<file path="config.mk">
export PLATFORM = sky130hd
export DESIGN_NAME = pkmer_back
export DESIGN_NICKNAME = d
export VERILOG_FILES = /design/src/hdl/pkmer_pkg.sv /design/src/hdl/pkmer_back.sv
export SDC_FILE = /design/constraint.sdc
export NUM_CORES = 1
export LEC_CHECK = 0
export ABC_AREA = 1
export ABC_CLOCK_PERIOD_IN_PS = 4300
export BUFFER_PORTS_ARGS = -buffer_cell sky130_fd_sc_hd__buf_2
export CAP_MARGIN = 20
export CORE_ASPECT_RATIO = 0.5
export CORE_MARGIN = 10
export CORE_UTILIZATION = 55
export CTS_BUF_LIST = sky130_fd_sc_hd__clkbuf_8
export DETAILED_ROUTE_END_ITERATION = 8
export HOLD_SLACK_MARGIN = 0.1
export PLACE_DENSITY = 0.72
export SLEW_MARGIN = 10
export SYNTH_ARGS = -nofsm -noshare
export SYNTH_HDL_FRONTEND = slang
export SYNTH_SLANG_ARGS = --single-unit
</file>
<file path="constraint.sdc">
create_clock -name clk -period 4.3 [get_ports clk]
set_input_delay 0 -clock clk [delete_from_list [all_inputs] [get_ports clk]]
set_output_delay 0 -clock clk [all_outputs]
set_load 0.03 [all_outputs]
</file>
<file path="src/hdl/pkmer_pkg.sv">
// Shared types, widths, register codes and log lookup tables for the Poisson k-mer
// profile scorer. No dependencies; every other file of the block imports this package.
package pkmer_pkg;

  localparam int COUNT_BITS = 10;
  localparam int COUNT_SIZE = 1 << COUNT_BITS;
  localparam int CFG_W      = 32;
  localparam int CFG_IDX_W  = 2;
  localparam int ACC_W      = 48;
  localparam int LOG_W      = 21;
  localparam int LFACT_W    = COUNT_BITS + 21;
  localparam int LR_W       = 33;
  localparam int RATE_W     = COUNT_BITS + 32;
  localparam int PROD_W     = COUNT_BITS + 34;
  localparam int TERM_W     = COUNT_BITS + 35;
  localparam int SUM_W      = ((TERM_W > ACC_W) ? TERM_W : ACC_W) + 1;
  localparam int QDEPTH     = 8;
  localparam int QPTR_W     = $clog2(QDEPTH);
  localparam int QCNT_W     = $clog2(QDEPTH + 1);
  localparam int OB_DEPTH   = 2;
  localparam int OB_PTR_W   = $clog2(OB_DEPTH);
  localparam int OB_CNT_W   = $clog2(OB_DEPTH + 1);

  localparam logic [63:0] LN2_Q31 = 64'd1488522236;

  localparam logic [CFG_IDX_W-1:0] REG_RATE_SCALE     = 2'd0;
  localparam logic [CFG_IDX_W-1:0] REG_LOG_RATE_SCALE = 2'd1;
  localparam logic [CFG_IDX_W-1:0] REG_ERROR_RATE     = 2'd2;
  localparam logic [CFG_IDX_W-1:0] REG_LOG_ERROR_RATE = 2'd3;

  localparam logic [CFG_W-1:0] RATE_SCALE_RESET = 32'd65536;
  localparam logic [CFG_W-1:0] ERROR_RATE_RESET = 32'd65536;

  typedef struct packed {
    logic [COUNT_BITS-1:0] reads_count;
    logic [COUNT_BITS-1:0] profile_count;
    logic                  last_kmer;
  } kmer_t;

  typedef struct packed {
    logic signed [ACC_W-1:0] profile_score;
    logic                    saturated;
  } result_t;

  typedef struct packed {
    logic [CFG_W-1:0]        rate_scale;
    logic signed [CFG_W-1:0] log_rate_scale;
    logic [CFG_W-1:0]        error_rate;
    logic signed [CFG_W-1:0] log_error_rate;
  } cfg_regs_t;

  typedef struct packed {
    logic signed [TERM_W-1:0] term;
    logic                     last_kmer;
  } term_item_t;

  typedef struct packed {
    logic [QCNT_W-1:0] level;
    logic              valid;
  } queue_status_t;

  typedef logic [LOG_W-1:0]   log_table_t   [COUNT_SIZE];
  typedef logic [LFACT_W-1:0] lfact_table_t [COUNT_SIZE];

  // ln(n) in Q16.16 through a bit-by-bit log2 of the normalized mantissa.
  function automatic logic [LOG_W-1:0] ln_q16(input int unsigned n);
    int unsigned e;
    int unsigned t;
    logic [63:0] m;
    logic [63:0] frac;
    logic [63:0] l2;
    logic [63:0] p;
    e    = 0;
    t    = n;
    frac = 64'd0;
    while (t > 1) begin
      t = t >> 1;
      e = e + 1;
    end
    m = 64'(n) << (31 - e);
    for (int i = 0; i < 28; i++) begin
      m    = (m * m) >> 31;
      frac = frac << 1;
      if (m >= 64'h1_0000_0000) begin
        frac = frac | 64'd1;
        m    = m >> 1;
      end
    end
    l2 = (64'(e) << 28) | frac;
    p  = l2 * LN2_Q31;
    return LOG_W'((p + (64'd1 << 42)) >> 43);
  endfunction

  function automatic log_table_t build_log_table();
    log_table_t tbl;
    tbl[0] = '0;
    for (int n = 1; n < COUNT_SIZE; n++) begin
      tbl[n] = ln_q16(n);
    end
    return tbl;
  endfunction

  function automatic lfact_table_t build_lfact_table();
    lfact_table_t tbl;
    logic [LFACT_W-1:0] acc;
    acc    = '0;
    tbl[0] = '0;
    for (int n = 1; n < COUNT_SIZE; n++) begin
      acc    = acc + LFACT_W'(ln_q16(n));
      tbl[n] = acc;
    end
    return tbl;
  endfunction

  localparam log_table_t   LOG_TABLE   = build_log_table();
  localparam lfact_table_t LFACT_TABLE = build_lfact_table();

endpackage

</file>
<file path="src/hdl/pkmer_back.sv">
// Back end: saturating 48-bit accumulation of item terms and a two-entry result
// buffer toward the consumer. Depends on pkmer_pkg.
module pkmer_back (
  input  logic                     clk,
  input  logic                     rst,
  input  pkmer_pkg::term_item_t    q_head,
  input  pkmer_pkg::queue_status_t q_status,
  output logic                     q_pop,
  input  logic                     pop,
  output logic                     empty,
  output pkmer_pkg::result_t       result
);
  import pkmer_pkg::*;

  logic signed [ACC_W-1:0] score_sum;
  logic                    clip_seen;

  logic signed [SUM_W-1:0] sum_wide;
  logic [SUM_W-ACC_W:0]    sum_top;
  logic                    clip_now;
  logic signed [ACC_W-1:0] sum_sat;

  result_t               ob [OB_DEPTH];
  logic [OB_PTR_W-1:0]   ob_wr;
  logic [OB_PTR_W-1:0]   ob_rd;
  logic [OB_CNT_W-1:0]   ob_count;
  logic                  ob_push;
  logic                  ob_pop;

  assign q_pop = q_status.valid && (!q_head.last_kmer || ob_count != OB_CNT_W'(OB_DEPTH));

  always_comb begin
    sum_wide = {{(SUM_W - ACC_W){score_sum[ACC_W-1]}}, score_sum}
             + {{(SUM_W - TERM_W){q_head.term[TERM_W-1]}}, q_head.term};
    sum_top  = sum_wide[SUM_W-1:ACC_W-1];
    // Out of range when the accumulator's sign bit and the bits above it disagree.
    clip_now = !((&sum_top) || !(|sum_top));
    if (!clip_now) begin
      sum_sat = sum_wide[ACC_W-1:0];
    end else if (sum_wide[SUM_W-1]) begin
      sum_sat = {1'b1, {(ACC_W - 1){1'b0}}};
    end else begin
      sum_sat = {1'b0, {(ACC_W - 1){1'b1}}};
    end
  end

  assign ob_push = q_pop && q_head.last_kmer;
  assign ob_pop  = pop && !empty;

  always_ff @(posedge clk) begin
    if (rst) begin
      score_sum <= '0;
      clip_seen <= 1'b0;
      ob_wr     <= '0;
      ob_rd     <= '0;
      ob_count  <= '0;
    end else begin
      if (q_pop) begin
        if (q_head.last_kmer) begin
          score_sum <= '0;
          clip_seen <= 1'b0;
        end else begin
          score_sum <= sum_sat;
          clip_seen <= clip_seen || clip_now;
        end
      end
      if (ob_push) begin
        ob_wr <= ob_wr + OB_PTR_W'(1);
      end
      if (ob_pop) begin
        ob_rd <= ob_rd + OB_PTR_W'(1);
      end
      ob_count <= ob_count + OB_CNT_W'(ob_push) - OB_CNT_W'(ob_pop);
    end
  end

  always_ff @(posedge clk) begin
    if (ob_push) begin
      ob[ob_wr].profile_score <= sum_sat;
      ob[ob_wr].saturated     <= clip_seen || clip_now;
    end
  end

  assign empty  = ob_count == '0;
  assign result = ob[ob_rd];

endmodule

</file>
Word level (Yosys, flattened, before mapping). Memories as Yosys holds them, arrays and structs flattened. A register that Yosys moved wholly into a read port is not among the register bits. Index checks and enable logic that the tools add are counted.

Add/sub/neg operators: 5. Equality and inequality tests: 1. Multiplexer cells: 8. Reductions and logical operators: 13.

Operator list (count): $mux W48 (3); $add A48 B45 Y49 (1); $mux W1 (5); $logic_not A1 Y1 (4); $logic_and A1 B1 Y1 (3); $logic_or A1 B1 Y1 (3); $add A1 B1 Y1 const B (2); $add A2 B1 Y2 (1); $logic_not A2 Y1 (1); $ne A2 B2 Y1 const B (1); $reduce_and A2 Y1 (1); $reduce_or A2 Y1 (1); $sub A2 B1 Y2 (1).

Register bits after elaboration: 53. RAM bits: 98. Bits of input ports: 54. Output and inout bits: 51. Logic and storage cells: 33. Memories: 1.

Memories: ob (depth 2, width 49, rd ports 1, clocked after memory_dff 1, wr ports 1, RTL line pkmer_back.sv:23) `result_t ob [OB_DEPTH];`.

Depth between registers and ports, before layout.
Depth in word-level cells: 7. Depth in mapped cells: 19. Mapped depth without buffers: 18.

Least setup slack after synthesis. OpenSTA, ideal clock, no wires.

Path kind: register -> register. From: reg ob_count[0]. To: mem ob[0][0] (netlist name) (enable). Setup time: 0.456 ns. Data arrival time: 3.052 ns. Required time: 3.844 ns. Path slack: 0.792 ns. Cell stages (with the launch flop): 6. Path buffers: 0. Period minus slack after synthesis: 3.508 ns. Path through: dfxtp_1 -> nand3b_1 -> nand2_1 -> inv_1 -> nand2_1 -> nor2_1.

Longest elaborated chain between the ends: 6.

Ends and longest elaborated chain: start, declared (RTL line pkmer_back.sv:26) `logic [OB_CNT_W-1:0] ob_count;`; start signal, assigned (RTL line pkmer_back.sv:73) `ob_count <= ob_count + OB_CNT_W'(ob_push) - OB_CNT_W'(ob_pop);`; $ne A2 B2 Y1 (RTL line pkmer_back.sv:30) `assign q_pop = q_status.valid && (!q_head.last_kmer || ob_count != OB_CNT_W'(OB_DEPTH));`; $logic_or A1 B1 Y1 (RTL line pkmer_back.sv:30); $logic_and A1 B1 Y1 (RTL line pkmer_back.sv:30); via q_pop (RTL line pkmer_back.sv:8) `output logic q_pop,`; $logic_and A1 B1 Y1 (RTL line pkmer_back.sv:47) `assign ob_push = q_pop && q_head.last_kmer;`; $mux W1 (RTL line pkmer_back.sv:78) `if (ob_push) begin`; $mux W1 (not written as such) (RTL line pkmer_back.sv:80) `ob[ob_wr].saturated <= clip_seen || clip_now;`; end, declared (RTL line pkmer_back.sv:23).

The timed path passes the listed nets, and every way through them passes these cells.

Final worst setup path.
From: reg score_sum[0]. To: mem ob[0][0] (netlist name), data pin.

Longest elaborated chain between the ends: 6. Elaborated cells on any way between the ends: 7. Those cells by class: add/sub (1); reduce/logical (6).

Ends and longest elaborated chain: start, declared (RTL line pkmer_back.sv:15) `logic signed [ACC_W-1:0] score_sum;`; start signal, assigned (RTL line pkmer_back.sv:63) `score_sum <= sum_sat;`; $add A48 B45 Y49 (*) (RTL line pkmer_back.sv:34) `+ {{(SUM_W - TERM_W){q_head.term[TERM_W-1]}}, q_head.term};`; $reduce_or A2 Y1 (RTL line pkmer_back.sv:37) `clip_now = !((&sum_top) || !(|sum_top));`; $logic_not A1 Y1 (RTL line pkmer_back.sv:37); $logic_or A1 B1 Y1 (*) (RTL line pkmer_back.sv:37); $logic_not A1 Y1 (*) (RTL line pkmer_back.sv:37); $logic_or A1 B1 Y1 (*) (RTL line pkmer_back.sv:80).

Mark *: on every way between the ends. The rest lies on a longest branch, timed or not.

==> results.py <==
metrics = {
    "layout": {
        "fin_nets": 1467,
        "final_area_um2": 11200,
        "final_util_pct": 63.7,
        "antenna-diode-count": 0,
        "drive_above_1_share_pct": 22.7,
        "area.growth.synth_to_final_pct": 11.9,
    },
    "routing": {
        "wl_met2_um": 12600,
        "wl_met1_um": 14600,
        "drt_iter0_markers": 747,
        "drc": 0,
        "wl_per_cell_um": 18.4,
        "via_per_inst": 5.41,
        "top_layer": "met4",
        "drt-total-wl_um": 29600,
        "dr_wl_met3_um": 2090,
        "ant_nets": 0,
        "first_pass_iters": 5,
        "via_count": 8706,
    },
    "timing": {
        "fmax_ghz": 0.301,
        "slew_viol_final": 0,
        "worst_slew_pin_slew_ns": 0.802,
        "fin_worst_skew_ns": 0.0189,
        "fin_crit_ns": 3.32,
        "finalSetupViolCount": 0,
        "fin_crit_sh_pct": 77.3,
        "rsz0062_at_grt": "false",
        "holdWs_ns": 0.181,
        "final_hold_viol_count": 0,
        "tns_ns": 0,
        "relSlewSlack_pct": 46.4,
    },
    "clock_network": {
        "cts_resized": 0,
        "clk_pin_slew_ns": 0.10,
        "clockBufferDepth": 2,
        "clock-sinks": 152,
        "numCtsBuffers": 17,
        "cts_tree": "yes",
        "cts_root_buf": "clkbuf_8",
        "htree_levels": 4,
        "clock_latency_ns": 0.46,
    },
    "synth": {
        "yosysTopAreaCell": "edfxtp_1",
        "synth-edff-count": 98,
        "synth_ff_type": "edfxtp_1",
        "synth-seq-area-share_pct": 40.1,
        "syn_area_um2": 10000,
        "yosysWarnings": 0,
        "synth_area_leaders": "edfxtp_1 (29%), nand2_1 (15%), dfxtp_1 (11%), ha_1 (6.2%), mux2_2 (5.5%)",
        "synth.net_count": 1366,
        "syn_area_per_cell_um2": 7.95,
        "yosysUniqueCellTypes": 38,
        "synth_async_sr_flop_share_pct": 0,
        "netlist_instances": 1261,
        "synth_top_area_share_pct": 29.3,
        "ys_ff_latch": 152,
    },
    "critical_path": {
        "end_kind": "flip-flop",
        "path_class": "flip-flop to flip-flop",
        "rr_worst_depth": 15,
        "critPathBufInv": 1,
        "worstSetupStartpointType": "flip-flop",
        "cp_top_family": "simple AND/OR/NAND/NOR gates",
        "r2r-start": "score_sum[0]",
        "endpoint": "ob[0][0]",
        "cpPeakStageDelay_ns": 0.56,
        "worst_path_most_repeated_cell": "nand2_2",
        "crit_fanout": 28,
        "worst-r2r-setup-slack_ns": 0.98,
        "critical_path_required_ns": 4.47,
        "path_cells": "ha_1, fa_1, nand2_1, nand2_1, nand3b_1, nand2_2, nand2_1, nand2_2, nand2_2, nand3_2, nand2_2, nand2_2, nand2_2, buf_12, nand3b_1",
        "r2r_end": "ob[0][0]",
        "cp_num_cells": 15,
        "slowest_stage": "nand2_2",
        "cp-startpoint": "score_sum[0]",
        "arrival_ns": 3.49,
    },
    "die": {
        "design.core.area_um2": 17600,
        "fp.dieH_um": 115,
        "pin_count": 105,
        "die_w_um": 211,
        "core.rowCount": 34,
        "floorplan.die_area_um2": 24400,
        "start_util_pct": 56.9,
    },
    "global_routing": {
        "grt_max_degree": 51,
        "grt_pass1_wl_um": 46100,
        "grt_pass1_vias": 8212,
        "track_usage_pct": 24.1,
        "grt_overflow": 0,
        "antenna_found_initial": 0,
    },
    "pwr": {
        "cellLeakagePower_uw": 0.00515,
        "p_per_area_nw_per_um2": 448,
        "max-vdd-ir-drop_mv": 0.241,
    },
    "job": {
        "drv_cap": 0,
    },
    "place": {
        "dpl.hpwl_um": 23600,
        "portBuffers": 100,
        "gp_congestion": 0.994,
        "place_area_um2": 10800,
    },
    "worst_hold_path": {
        "min_from": "q_head[30]",
        "worstHoldPathType": "input pin to flip-flop",
    },
    "run_status": {
        "status": "finished, final reports clean",
    },
}
-- per-stage QoR --
step                      total power [µW]  worst slack (ns)  cells
final                                 5030             0.978   1609
after global routing                  5280             0.772   1609
after floorplan                       3370             0.792   1261
after global placement                3840              1.09   1571
after detailed placement              3910             0.971   1572
after CTS                             5010             0.976   1608
-- registers in the layout, indices dropped and copies added (netlist names), named ones only --
register / cells
clip_seen: 1
ob: 98
ob_wr: 1
score_sum: 48
ob_count: 2
ob_rd: 1
-- per-layer routing --
metal  GRT usage (%)  up-vias
met3            5.31       22
met4            3.93        0
met5               0        -
met2            36.9      263
met1            34.8     4106
li1                -     4315
-- how the worst min path moves through the flow --
stage               endpoint  cells past startpoint  slack [ns]
2_1_floorplan          ob_wr                      2        0.25
4_1_cts        score_sum[30]                      7        0.18
6_report       score_sum[29]                      7        0.18
3_5_place_dp           ob_rd                      4        0.39
3_3_place_gp       flip-flop                      4        0.36
5_1_grt        score_sum[17]                      3        0.19
-- repair_timing --
item	CTS	global route
endpoints found under the hold margin	37	0
buffers inserted	0	0
hold buffers	4	0
-- synthesized netlist by cell type (6+ instances only) --
cell type,n
nand2_1,398
inv_1,144
edfxtp_1,98
a21oi_1,91
nor2_1,78
dfxtp_1,54
ha_1,50
mux2_2,49
nand2_2,44
nand3_1,30
o21ai_0,30
xor2_1,22
a21oi_2,21
nand4_1,21
nand2_4,13
clkbuf_1,12
nor2_2,12
o21bai_1,12
xnor2_1,11
inv_2,10
nor3_1,10
o21ai_2,10
nand3b_1,7
buf_1,6
-- tightest hold or removal path: stages --
cell	delay, ns
buf_2	0.08
ha_1	0.20
xor2_1	0.09
nand2_1	0.05
nand2_1	0.07
nand2_1	0.06
a21oi_1	0.05
-- logic make-up (layout without fill, tap and decap cells) --
logic type	after synthesis	count (layout)	synth area share (%)
fa+ha+maj	51	51	6.44
mux	49	49	5.50
xor+xnor	33	33	2.88
compound gates	169	169	9.98
flops	152	152	40.1
buf+inv	184	298	7.51
simple gates	623	623	27.6
-- placed cells by master (no fill, tap or decap), drive strengths merged, types with 32 or more instances in the layout --
master  count
nand2     455
inv       161
a21oi     112
buf       108
edfxtp     98
nor2       94
dfxtp      54
ha         50
mux2       49
o21ai      41
nand3      32
-- cell type report --
class	instances	area, µm²
Clock buffer	17	234
Tap cell	234	293
Inverter	154	578
Sequential cell	152	4030
Timing Repair Buffer	112	658
Clock inverter	15	161
Multi-Input combinational cell	925	5280
Fill cell	1573	6380
-- power breakdown --
group          internal, µW  switching (µW)  leakage, µW
registers              1800            89.8      0.00134
logic                   651            1370      0.00361
clock network           481             641     0.000201
total                  2930            2100      0.00515
No activity file was read; power rests on OpenSTA's default activity.
