===== config.mk =====
export PLATFORM = sky130hd
export DESIGN_NAME = pkmer_queue
export DESIGN_NICKNAME = d
export VERILOG_FILES = /design/src/hdl/pkmer_pkg.sv /design/src/hdl/pkmer_queue.sv
export SDC_FILE = /design/constraint.sdc
export NUM_CORES = 1
export LEC_CHECK = 0
export BUFFER_PORTS_ARGS = -buffer_cell sky130_fd_sc_hd__buf_2
export CAP_MARGIN = 20
export CORE_MARGIN = 2
export CORE_UTILIZATION = 43
export CTS_CLUSTER_DIAMETER = 50
export DETAILED_ROUTE_END_ITERATION = 10
export PLACE_DENSITY = 0.56
export SLEW_MARGIN = 20
export SYNTH_ARGS = -nofsm -noshare
export SYNTH_HDL_FRONTEND = slang
export SYNTH_SLANG_ARGS = --single-unit

===== constraint.sdc =====
create_clock -name clk -period 6.75 [get_ports clk]
set_input_delay 1.35 -clock clk [delete_from_list [all_inputs] [get_ports clk]]
set_output_delay 1.35 -clock clk [all_outputs]
set_load 0.02 [all_outputs]

===== src/hdl/pkmer_pkg.sv =====
// Shared types, widths, register codes and log lookup tables for the Poisson k-mer
// profile scorer. No dependencies; every other file of the block imports this package.
package pkmer_pkg;

  localparam int COUNT_BITS = 10;
  localparam int COUNT_SIZE = 1 << COUNT_BITS;
  localparam int CFG_W      = 32;
  localparam int CFG_IDX_W  = 2;
  localparam int ACC_W      = 48;
  localparam int LOG_W      = 21;
  localparam int LFACT_W    = COUNT_BITS + 21;
  localparam int LR_W       = 33;
  localparam int RATE_W     = COUNT_BITS + 32;
  localparam int PROD_W     = COUNT_BITS + 34;
  localparam int TERM_W     = COUNT_BITS + 35;
  localparam int SUM_W      = ((TERM_W > ACC_W) ? TERM_W : ACC_W) + 1;
  localparam int QDEPTH     = 8;
  localparam int QPTR_W     = $clog2(QDEPTH);
  localparam int QCNT_W     = $clog2(QDEPTH + 1);
  localparam int OB_DEPTH   = 2;
  localparam int OB_PTR_W   = $clog2(OB_DEPTH);
  localparam int OB_CNT_W   = $clog2(OB_DEPTH + 1);

  localparam logic [63:0] LN2_Q31 = 64'd1488522236;

  localparam logic [CFG_IDX_W-1:0] REG_RATE_SCALE     = 2'd0;
  localparam logic [CFG_IDX_W-1:0] REG_LOG_RATE_SCALE = 2'd1;
  localparam logic [CFG_IDX_W-1:0] REG_ERROR_RATE     = 2'd2;
  localparam logic [CFG_IDX_W-1:0] REG_LOG_ERROR_RATE = 2'd3;

  localparam logic [CFG_W-1:0] RATE_SCALE_RESET = 32'd65536;
  localparam logic [CFG_W-1:0] ERROR_RATE_RESET = 32'd65536;

  typedef struct packed {
    logic [COUNT_BITS-1:0] reads_count;
    logic [COUNT_BITS-1:0] profile_count;
    logic                  last_kmer;
  } kmer_t;

  typedef struct packed {
    logic signed [ACC_W-1:0] profile_score;
    logic                    saturated;
  } result_t;

  typedef struct packed {
    logic [CFG_W-1:0]        rate_scale;
    logic signed [CFG_W-1:0] log_rate_scale;
    logic [CFG_W-1:0]        error_rate;
    logic signed [CFG_W-1:0] log_error_rate;
  } cfg_regs_t;

  typedef struct packed {
    logic signed [TERM_W-1:0] term;
    logic                     last_kmer;
  } term_item_t;

  typedef struct packed {
    logic [QCNT_W-1:0] level;
    logic              valid;
  } queue_status_t;

  typedef logic [LOG_W-1:0]   log_table_t   [COUNT_SIZE];
  typedef logic [LFACT_W-1:0] lfact_table_t [COUNT_SIZE];

  // ln(n) in Q16.16 through a bit-by-bit log2 of the normalized mantissa.
  function automatic logic [LOG_W-1:0] ln_q16(input int unsigned n);
    int unsigned e;
    int unsigned t;
    logic [63:0] m;
    logic [63:0] frac;
    logic [63:0] l2;
    logic [63:0] p;
    e    = 0;
    t    = n;
    frac = 64'd0;
    while (t > 1) begin
      t = t >> 1;
      e = e + 1;
    end
    m = 64'(n) << (31 - e);
    for (int i = 0; i < 28; i++) begin
      m    = (m * m) >> 31;
      frac = frac << 1;
      if (m >= 64'h1_0000_0000) begin
        frac = frac | 64'd1;
        m    = m >> 1;
      end
    end
    l2 = (64'(e) << 28) | frac;
    p  = l2 * LN2_Q31;
    return LOG_W'((p + (64'd1 << 42)) >> 43);
  endfunction

  function automatic log_table_t build_log_table();
    log_table_t tbl;
    tbl[0] = '0;
    for (int n = 1; n < COUNT_SIZE; n++) begin
      tbl[n] = ln_q16(n);
    end
    return tbl;
  endfunction

  function automatic lfact_table_t build_lfact_table();
    lfact_table_t tbl;
    logic [LFACT_W-1:0] acc;
    acc    = '0;
    tbl[0] = '0;
    for (int n = 1; n < COUNT_SIZE; n++) begin
      acc    = acc + LFACT_W'(ln_q16(n));
      tbl[n] = acc;
    end
    return tbl;
  endfunction

  localparam log_table_t   LOG_TABLE   = build_log_table();
  localparam lfact_table_t LFACT_TABLE = build_lfact_table();

endpackage


===== src/hdl/pkmer_queue.sv =====
// Short queue of per-item terms between the front and back ends.
// Depends on pkmer_pkg.
module pkmer_queue (
  input  logic                      clk,
  input  logic                      rst,
  input  logic                      wr,
  input  pkmer_pkg::term_item_t     wr_item,
  input  logic                      rd,
  output pkmer_pkg::term_item_t     head,
  output pkmer_pkg::queue_status_t  status
);
  import pkmer_pkg::*;

  term_item_t        slots [QDEPTH];
  logic [QPTR_W-1:0] wr_ptr;
  logic [QPTR_W-1:0] rd_ptr;
  logic [QCNT_W-1:0] level;

  always_ff @(posedge clk) begin
    if (rst) begin
      wr_ptr <= '0;
      rd_ptr <= '0;
      level  <= '0;
    end else begin
      if (wr) begin
        wr_ptr <= wr_ptr + QPTR_W'(1);
      end
      if (rd) begin
        rd_ptr <= rd_ptr + QPTR_W'(1);
      end
      level <= level + QCNT_W'(wr) - QCNT_W'(rd);
    end
  end

  always_ff @(posedge clk) begin
    if (wr) begin
      slots[wr_ptr] <= wr_item;
    end
  end

  assign head         = slots[rd_ptr];
  assign status.level = level;
  assign status.valid = level != '0;

endmodule


; Yosys cells after proc, flatten, opt, wreduce, memory -nomap -nowiden
; Memories as Yosys holds them, arrays and structs flattened. A register that Yosys moved wholly into a read port is not among the register bits.
; Index checks and enable logic that the tools add are counted.
[classes]
addsub = 4
mux = 4
reduce_logical = 1
[op_table]
columns = operator, count
row1 = $add 3x1->3 const B, 2
row2 = $mux 3, 2
row3 = $add 4x1->4, 1
row4 = $reduce_bool 4->1, 1
row5 = $sub 4x1->4, 1
row6 = $mux 1, 2
[totals]
ff_bits = 10
ramBits = 368
out_inout_bits = 51
wordCells = 13
n_memories = 1
[memory_table]
columns = name, words, word_bits, rd, rd_ports_with_merged_regs, wr, line
row1 = slots, 8, 46, 1, 1, 1, pkmer_queue.sv:14  ; term_item_t slots [QDEPTH];

; Depth between registers and ports, before layout
; Gate-level depths: netlist of run 1.
[logic_depth]
word_depth = 3
depth_mapped = 8

; Worst setup path after synthesis of run 1
; OpenSTA, ideal clock, no wires.
[synth_timing]
path_type = input to register
start = in wr
end = mem slots[0][0] (netlist name), enable pin
arrival_time_ns = 4.588
required_time_ns = 6.244
setup_slack_ns = 1.655
stages = 2
path_cell_list = nand2b_1 nor3_1
[synth_via]
elab_chain_len = 2
[synth_lines]
columns = element, line
row1 = "start, declared", pkmer_queue.sv:6  ; input logic wr,
row2 = $mux 1, pkmer_queue.sv:36  ; if (wr) begin
row3 = $mux 1 (not written as such), pkmer_queue.sv:37  ; slots[wr_ptr] <= wr_item;
row4 = "end, declared", pkmer_queue.sv:14
; Every way passes these cells.

==> results by group, run 1 <==
Floorplanning
  – Die area: roughly 0.036 sq mm
  – I/O pins: around 100
  – Core region area: about 0.034 sq mm
  – Row Count: 67
  – Die Height: approximately 190 um
  – Die W: about 190 um
  – Starting density of the core: 0.437

Run
  – Max_cap viols: 0

Worst setup path
  – CP Cell Sequence: buf_4 > mux4_1 > mux2_2 > buf_2
  – Crit path max-delay cell type: dfxtp_4
  – Critical path arrival: ~3.1 ns
  – Setup crit start kind: flop
  – Worst path required time: approximately 5.4 ns
  – Kind of critical path: reg2out
  – Critical Path End Type: primary output
  – CP Max Fanout: 38
  – CP peak stage delay: between 0.8 and 0.9 ns

Synth
  – Synthesized area: 0.0147 sq mm
  – Synth Flop Type: edfxtp_1
  – Sequential cell area fraction in the yosys report: 0.771
  – Post-Syn Instances: between 500 and 600
  – Synth top area share: 0.753
  – Post-synth top cells: edfxtp_1, mux4_1, mux2_2
  – #FFs+latches synth: between 300 and 400
  – Synth Net Count: roughly 660
  – Synth top area cells: edfxtp_1, mux4_1, mux4_2
  – Post-synth top area cell: edfxtp_1
  – Post-synth EDFFs: approximately 370
  – Cell with the most instances after synthesis: edfxtp_1
  – Syn_area_per_cell: between 20 and 25 sq um
  – Synth warn: 0
  – Ys async rst share: 0
  – Netlist cell types: 25

Place
  – DP HPWL: 15.5 mm
  – IO buf count: 100
  – GP Congestion: 0.698

STA
  – Crit share post-route: 0.653
  – Slew headroom: 0.470
  – Final setup fails: 0
  – Slew Limit Fails: 0
  – Fmax achieved: 0.227 GHz
  – Clk_skew: ~0.012 ns
  – Tightest Pin Transition: 0.795 ns
  – Tmin final: between 4 and 5 ns
  – RSZ-0062 raised after global routing: false
  – Total negative slack: 0 ns
  – Final count of hold timing violations: 0

Hold path
  – Hold Crit Class: reg2reg

GRT
  – Total congestion overflow: 0
  – All-Layer GR Usage: 0.164
  – Number of global-route vias before repair: between 7000 and 8000
  – Initial antenna violation count: 3
  – Largest net degree at the start of global routing: 55
  – First-pass GRT wire length: roughly 43 mm

Run status
  – Status: finished clean

Clock tree
  – Clock transition at path regs: 0.05 ns
  – H-tree depth: 2
  – Hold_buf cts: 0
  – Root Driver: clkbuf_16
  – CTS resizes: 0
  – Insertion delay to the later sink of the worst-skew pair: ~0.53 ns
  – CTS Buffer Depth: 3
  – CTS buffer count: 45
  – Post-CTS Setup Bufs: 0
  – CTS tree: done
  – Clock sink count: approximately 380

Drt
  – DRT iter0 DRCs: 326
  – Vias: 6517
  – Vias per cell: 5.35
  – Residual DRC: 0
  – WL final: slightly below 30 mm
  – DRT antenna net count: 0
  – Initial DRT Pass Iterations: 4
  – Per-cell routed wire length: around 24 um

Layout
  – Layout fillers: around 2700
  – Area of the multi-input gates: 0.00318 sq mm
  – Layout cells sized above 1: 0.357
  – Area grow syn2layout: 17.2%
  – Reg area: approximately 0.011 sq mm
  – # nets final: 792

Power and ir drop
  – Pwr dens: 323 mW/mm^2
  – Leak Pwr: 5.66 nW
  – Total power draw: about 5.6 mW
  – Peak supply drop: between 0.0002 and 0.0003 V
state kept, by name, summed over array words and instances, names as in the netlist, named ones only:
name	cells
rd_ptr	3
slots	368
wr_ptr	3
level	4
per-stage QoR:
step	util	hold slack, ns	area (sq um)	instances	worst slack (ns)
2_1_floorplan	-	0.485	14700	599	1.66
3_3_place_gp	0.468	0.503	15700	1135	2.83
3_5_place_dp	0.468	0.522	15700	1135	2.80
4_1_cts	0.513	0.537	17200	1216	2.24
5_1_grt	0.513	0.576	17200	1216	2.15
6_report	0.513	0.526	17200	1218	2.34
kinds of logic (layout without fill, tap and decap cells):
kind of cell	Yosys count	after routing	share of synthesized area
compound gates	3	3	0.00128
simple gates	29	29	0.00861
buf+inv	33	202	0.0160
fa+ha+maj	8	8	0.00734
mux	140	140	0.193
flops	381	381	0.771
other cells	0	2	0
xor+xnor	5	5	0.00299
per-layer routing:
metal  share of wire  GRT usage  vias up
li1                -          -     2870
met1            0.45      0.225     3443
met2            0.48      0.272      164
met3           0.050     0.0345       36
met4           0.013     0.0367        4
met5         0.00083          0        -
layout by cell type (no fill, tap or decap), drive strengths merged:
master,n
edfxtp,368
buf,114
mux4,92
clkbuf,53
mux2,46
clkinv,17
nor2,16
dfxtp,13
inv,11
ha,7
bufinv,5
nand2,4
nand2b,4
xor2,3
diode,2
nor3,2
nand3,2
mux2i,2
xnor2,2
a21oi,2
clkinvlp,2
nor2b,1
a31o,1
fa,1
area by class of cell:
type	count	share of cell area
Sequential cell	381	0.658
Clock buffer	53	0.0697
Antenna cell	2	0.000291
Timing Repair Buffer	114	0.0352
Tap cell	448	0.0326
Clock inverter	28	0.0172
Multi-Input combinational cell	185	0.185
Inverter	7	0.00153
where the power goes:
group / leakage, nW / internal [mW] / switching (mW) / total [mW]
Sequential: 3.45 / 2.66 / 0.0375 / 2.70
Clock: 0.729 / 1.47 / 0.912 / 2.38
Combinational: 1.48 / 0.204 / 0.268 / 0.471
Total: 5.66 / 4.34 / 1.22 / 5.55
worst max-delay path: cells and delay by family, from the launching register on:
family,cells,cell delay [ns]
buffers and inverters,2,0.75
DFF,1,0.83
muxes,2,0.92
path summary, 6_finish.rpt:
check                    startpoint                     end  slack (ns)  cells past startpoint
max                            flop                head[32]        2.34                      4
min          rd_ptr[2]$_SDFFE_PP0P_  rd_ptr[2]$_SDFFE_PP0P_        0.53                      2
max reg2reg  wr_ptr[0]$_SDFFE_PP0P_  slots[7][23]$_DFFE_PP_        4.46                      3
min reg2reg  rd_ptr[2]$_SDFFE_PP0P_  rd_ptr[2]$_SDFFE_PP0P_        0.53                      2
No activity file was read; power rests on OpenSTA's default activity.
==> run 2, diff against run 1 <==
Settings changed: PLACE_DENSITY 0.56 to 0.58.
Clock period 6.75 ns to 4 ns, I/O delays scaled along.
==> run 2 against run 1 <==
  * Power is 62% higher
  * Clock power increased by 52%
  * Setup slack worse by 1.8 ns
  * Clock skew up 0.0068 ns
  * Largest cell class unchanged
==> results by group, run 2 (synthesis results as in run 1) <==
Layout
  – Most frequent cells in the layout: edfxtp_1, buf_2, mux4_1 (unchanged)
  – Leading cell type in the layout, fill and taps excluded: edfxtp_1 (unchanged)
  – Max reg flops: 368 (unchanged)
  – Layout cells sized above 1: 0.350 (was 0.357)
  – Top reg by flops: slots (unchanged)
  – Area grow syn2layout: 16.7% (was 17.2%)
  – # nets final: 790 (was 792)
  – Largest regs: slots x368, level x4 (unchanged)
  – Final std cells w/o fill: 1212 (was 1218)
  – Final core occ: 0.510 (was 0.513)

Place
  – IO buf count: 100 (unchanged)
  – GP Congestion: 0.663 (was 0.698)
  – DP HPWL: 15.6 mm (was 15.5 mm)
  – Placed insts: 1137 (was 1135)

Worst setup path
  – Kind of critical path: reg2out (unchanged)
  – Setup crit start kind: flop (unchanged)
  – CP Max Fanout: 24 (was 38)
  – Critical Path End Type: primary output (unchanged)
  – Critical path arrival: 2.69 ns (was 3.06 ns)
  – Worst path required time: 3.20 ns (was 5.40 ns)

Power and ir drop
  – Leak Pwr: 5.59 nW (was 5.66 nW)
  – Pwr dens: 525 mW/mm^2 (was 323 mW/mm^2)
  – Peak supply drop: 0.000422 V (was 0.000265 V)

STA
  – Crit share post-route: 0.873
  – Final setup fails: 0 (unchanged)
  – Slew headroom: 0.403 (was 0.470)
  – Total negative slack: 0 ns (unchanged)
  – Slew Limit Fails: 0 (unchanged)
  – Tmin final: ~3.5 ns
  – Tightest Pin Transition: 0.896 ns (was 0.795 ns)
  – Clk_skew: 0.0191 ns (was 0.0123 ns)
  – Final count of hold timing violations: 0 (unchanged)
  – Fmax achieved: between 0.2 and 0.3 GHz
  – RSZ-0062 raised after global routing: false (unchanged)

Clock tree
  – CTS tree: done (unchanged)
  – Clock sink count: 381 (unchanged)
  – H-tree depth: 2 (unchanged)
  – CTS resizes: 0 (unchanged)
  – Post-CTS Setup Bufs: 0 (unchanged)
  – Insertion delay to the later sink of the worst-skew pair: 0.54 ns (was 0.53 ns)
  – Clock transition at path regs: 0.06 ns (was 0.05 ns)
  – Hold_buf cts: 0 (unchanged)
  – CTS buffer count: 41 (was 45)
  – Root Driver: clkbuf_16 (unchanged)
  – CTS Buffer Depth: 3 (unchanged)

Run
  – Max_cap viols: 0 (unchanged)

Drt
  – Per-cell routed wire length: 23.9 um (about the same)
  – Residual DRC: 0 (unchanged)
  – DRT iter0 DRCs: 453 (was 326)
  – Vias: 6505 (was 6517)
  – Initial DRT Pass Iterations: 5 (was 4)
  – DRT antenna net count: 0 (unchanged)
  – WL final: 29.0 mm (was 29.1 mm)
  – Vias per cell: 5.37 (was 5.35)

GRT
  – Initial antenna violation count: 2 (was 3)
  – Largest net degree at the start of global routing: 47 (was 55)
  – First-pass GRT wire length: 43.3 mm (was 43.2 mm)
  – Number of global-route vias before repair: 7041 (was 7072)
  – Total congestion overflow: 0 (unchanged)
  – All-Layer GR Usage: 0.167 (was 0.164)

Floorplanning
  – Starting density of the core: 0.437 (unchanged)
  – I/O pins: 101 (unchanged)
  – Die W: 189 um (unchanged)
  – Core region area: 0.0335 sq mm (unchanged)
  – Row Count: 67 (unchanged)
  – Die area: 0.0356 sq mm (unchanged)
  – Die Height: 189 um (unchanged)

Hold path
  – Hold Crit Class: in2reg (was reg2reg)

Run status
  – Status: finished clean (unchanged)
## run 2: cell types whose count changed in the layout (fill, tap and decap cells not counted), moves of 2 or more
| cell | delta |
|---|---|
| nor3_2 | -2 |
| buf_4 | -5 |
| clkinv_4 | -2 |
| buf_12 | +7 |
| nor3_4 | +2 |
| clkbuf_16 | -6 |
| clkinv_2 | +2 |
| inv_8 | -2 |
| clkbuf_1 | +3 |
## run 2: final cells by class
type                    instances  area [sq um]
well taps                     448           561
clock inverters                24           241
clock buffers                  50          1060
multi-input cells             185          3190
repair buffers                116           708
diodes                          1          2.50
fillers                      2655         16400
flip-flops and latches        381         11300
inverters                       7          26.3
## run 2: metal layers
metal,share of wire,global-route usage,up-vias
met5,0.00045,0,-
met4,0.021,0.0469,2
met3,0.053,0.0358,54
met2,0.51,0.285,168
met1,0.42,0.216,3427
li1,-,-,2854
## run 2: report_power, final
group	internal (mW)	leakage [nW]	switching (mW)	total, mW
Combinational	0.352	1.50	0.441	0.792
Sequential	4.50	3.45	0.0753	4.57
Clock	2.15	0.637	1.46	3.62
Total	7.00	5.59	1.98	8.98
## run 2: path summary, 6_finish.rpt
| check | from | endpoint | slack [ns] | cells past startpoint |
|---|---|---|---|---|
| min | wr_item[0] | slots[0][0]$_DFFE_PP_ | 0.52 | 1 |
| max | flop | head[1] | 0.51 | 4 |
| max reg2reg | wr_ptr[0]$_SDFFE_PP0P_ | slots[3][44]$_DFFE_PP_ | 1.91 | 3 |
| min reg2reg | rd_ptr[2]$_SDFFE_PP0P_ | rd_ptr[2]$_SDFFE_PP0P_ | 0.53 | 2 |
## run 2: per-stage QoR
stage,setup slack (ns),total power [mW],hold WS [ns],instance area (sq um)
floorplan,0.689,5.17,0.485,14700
global placement,1.01,5.42,0.498,15800
detailed placement,1.00,5.46,0.510,15800
CTS,0.437,9.10,0.495,17100
global route,0.347,9.31,0.513,17100
finish,0.509,8.98,0.524,17100
## run 2: worst max-delay path: stages (launching register included)
cell	delay [ns]
dfxtp_4	0.62
buf_4	0.49
mux4_2	0.57
mux2_2	0.30
buf_2	0.17
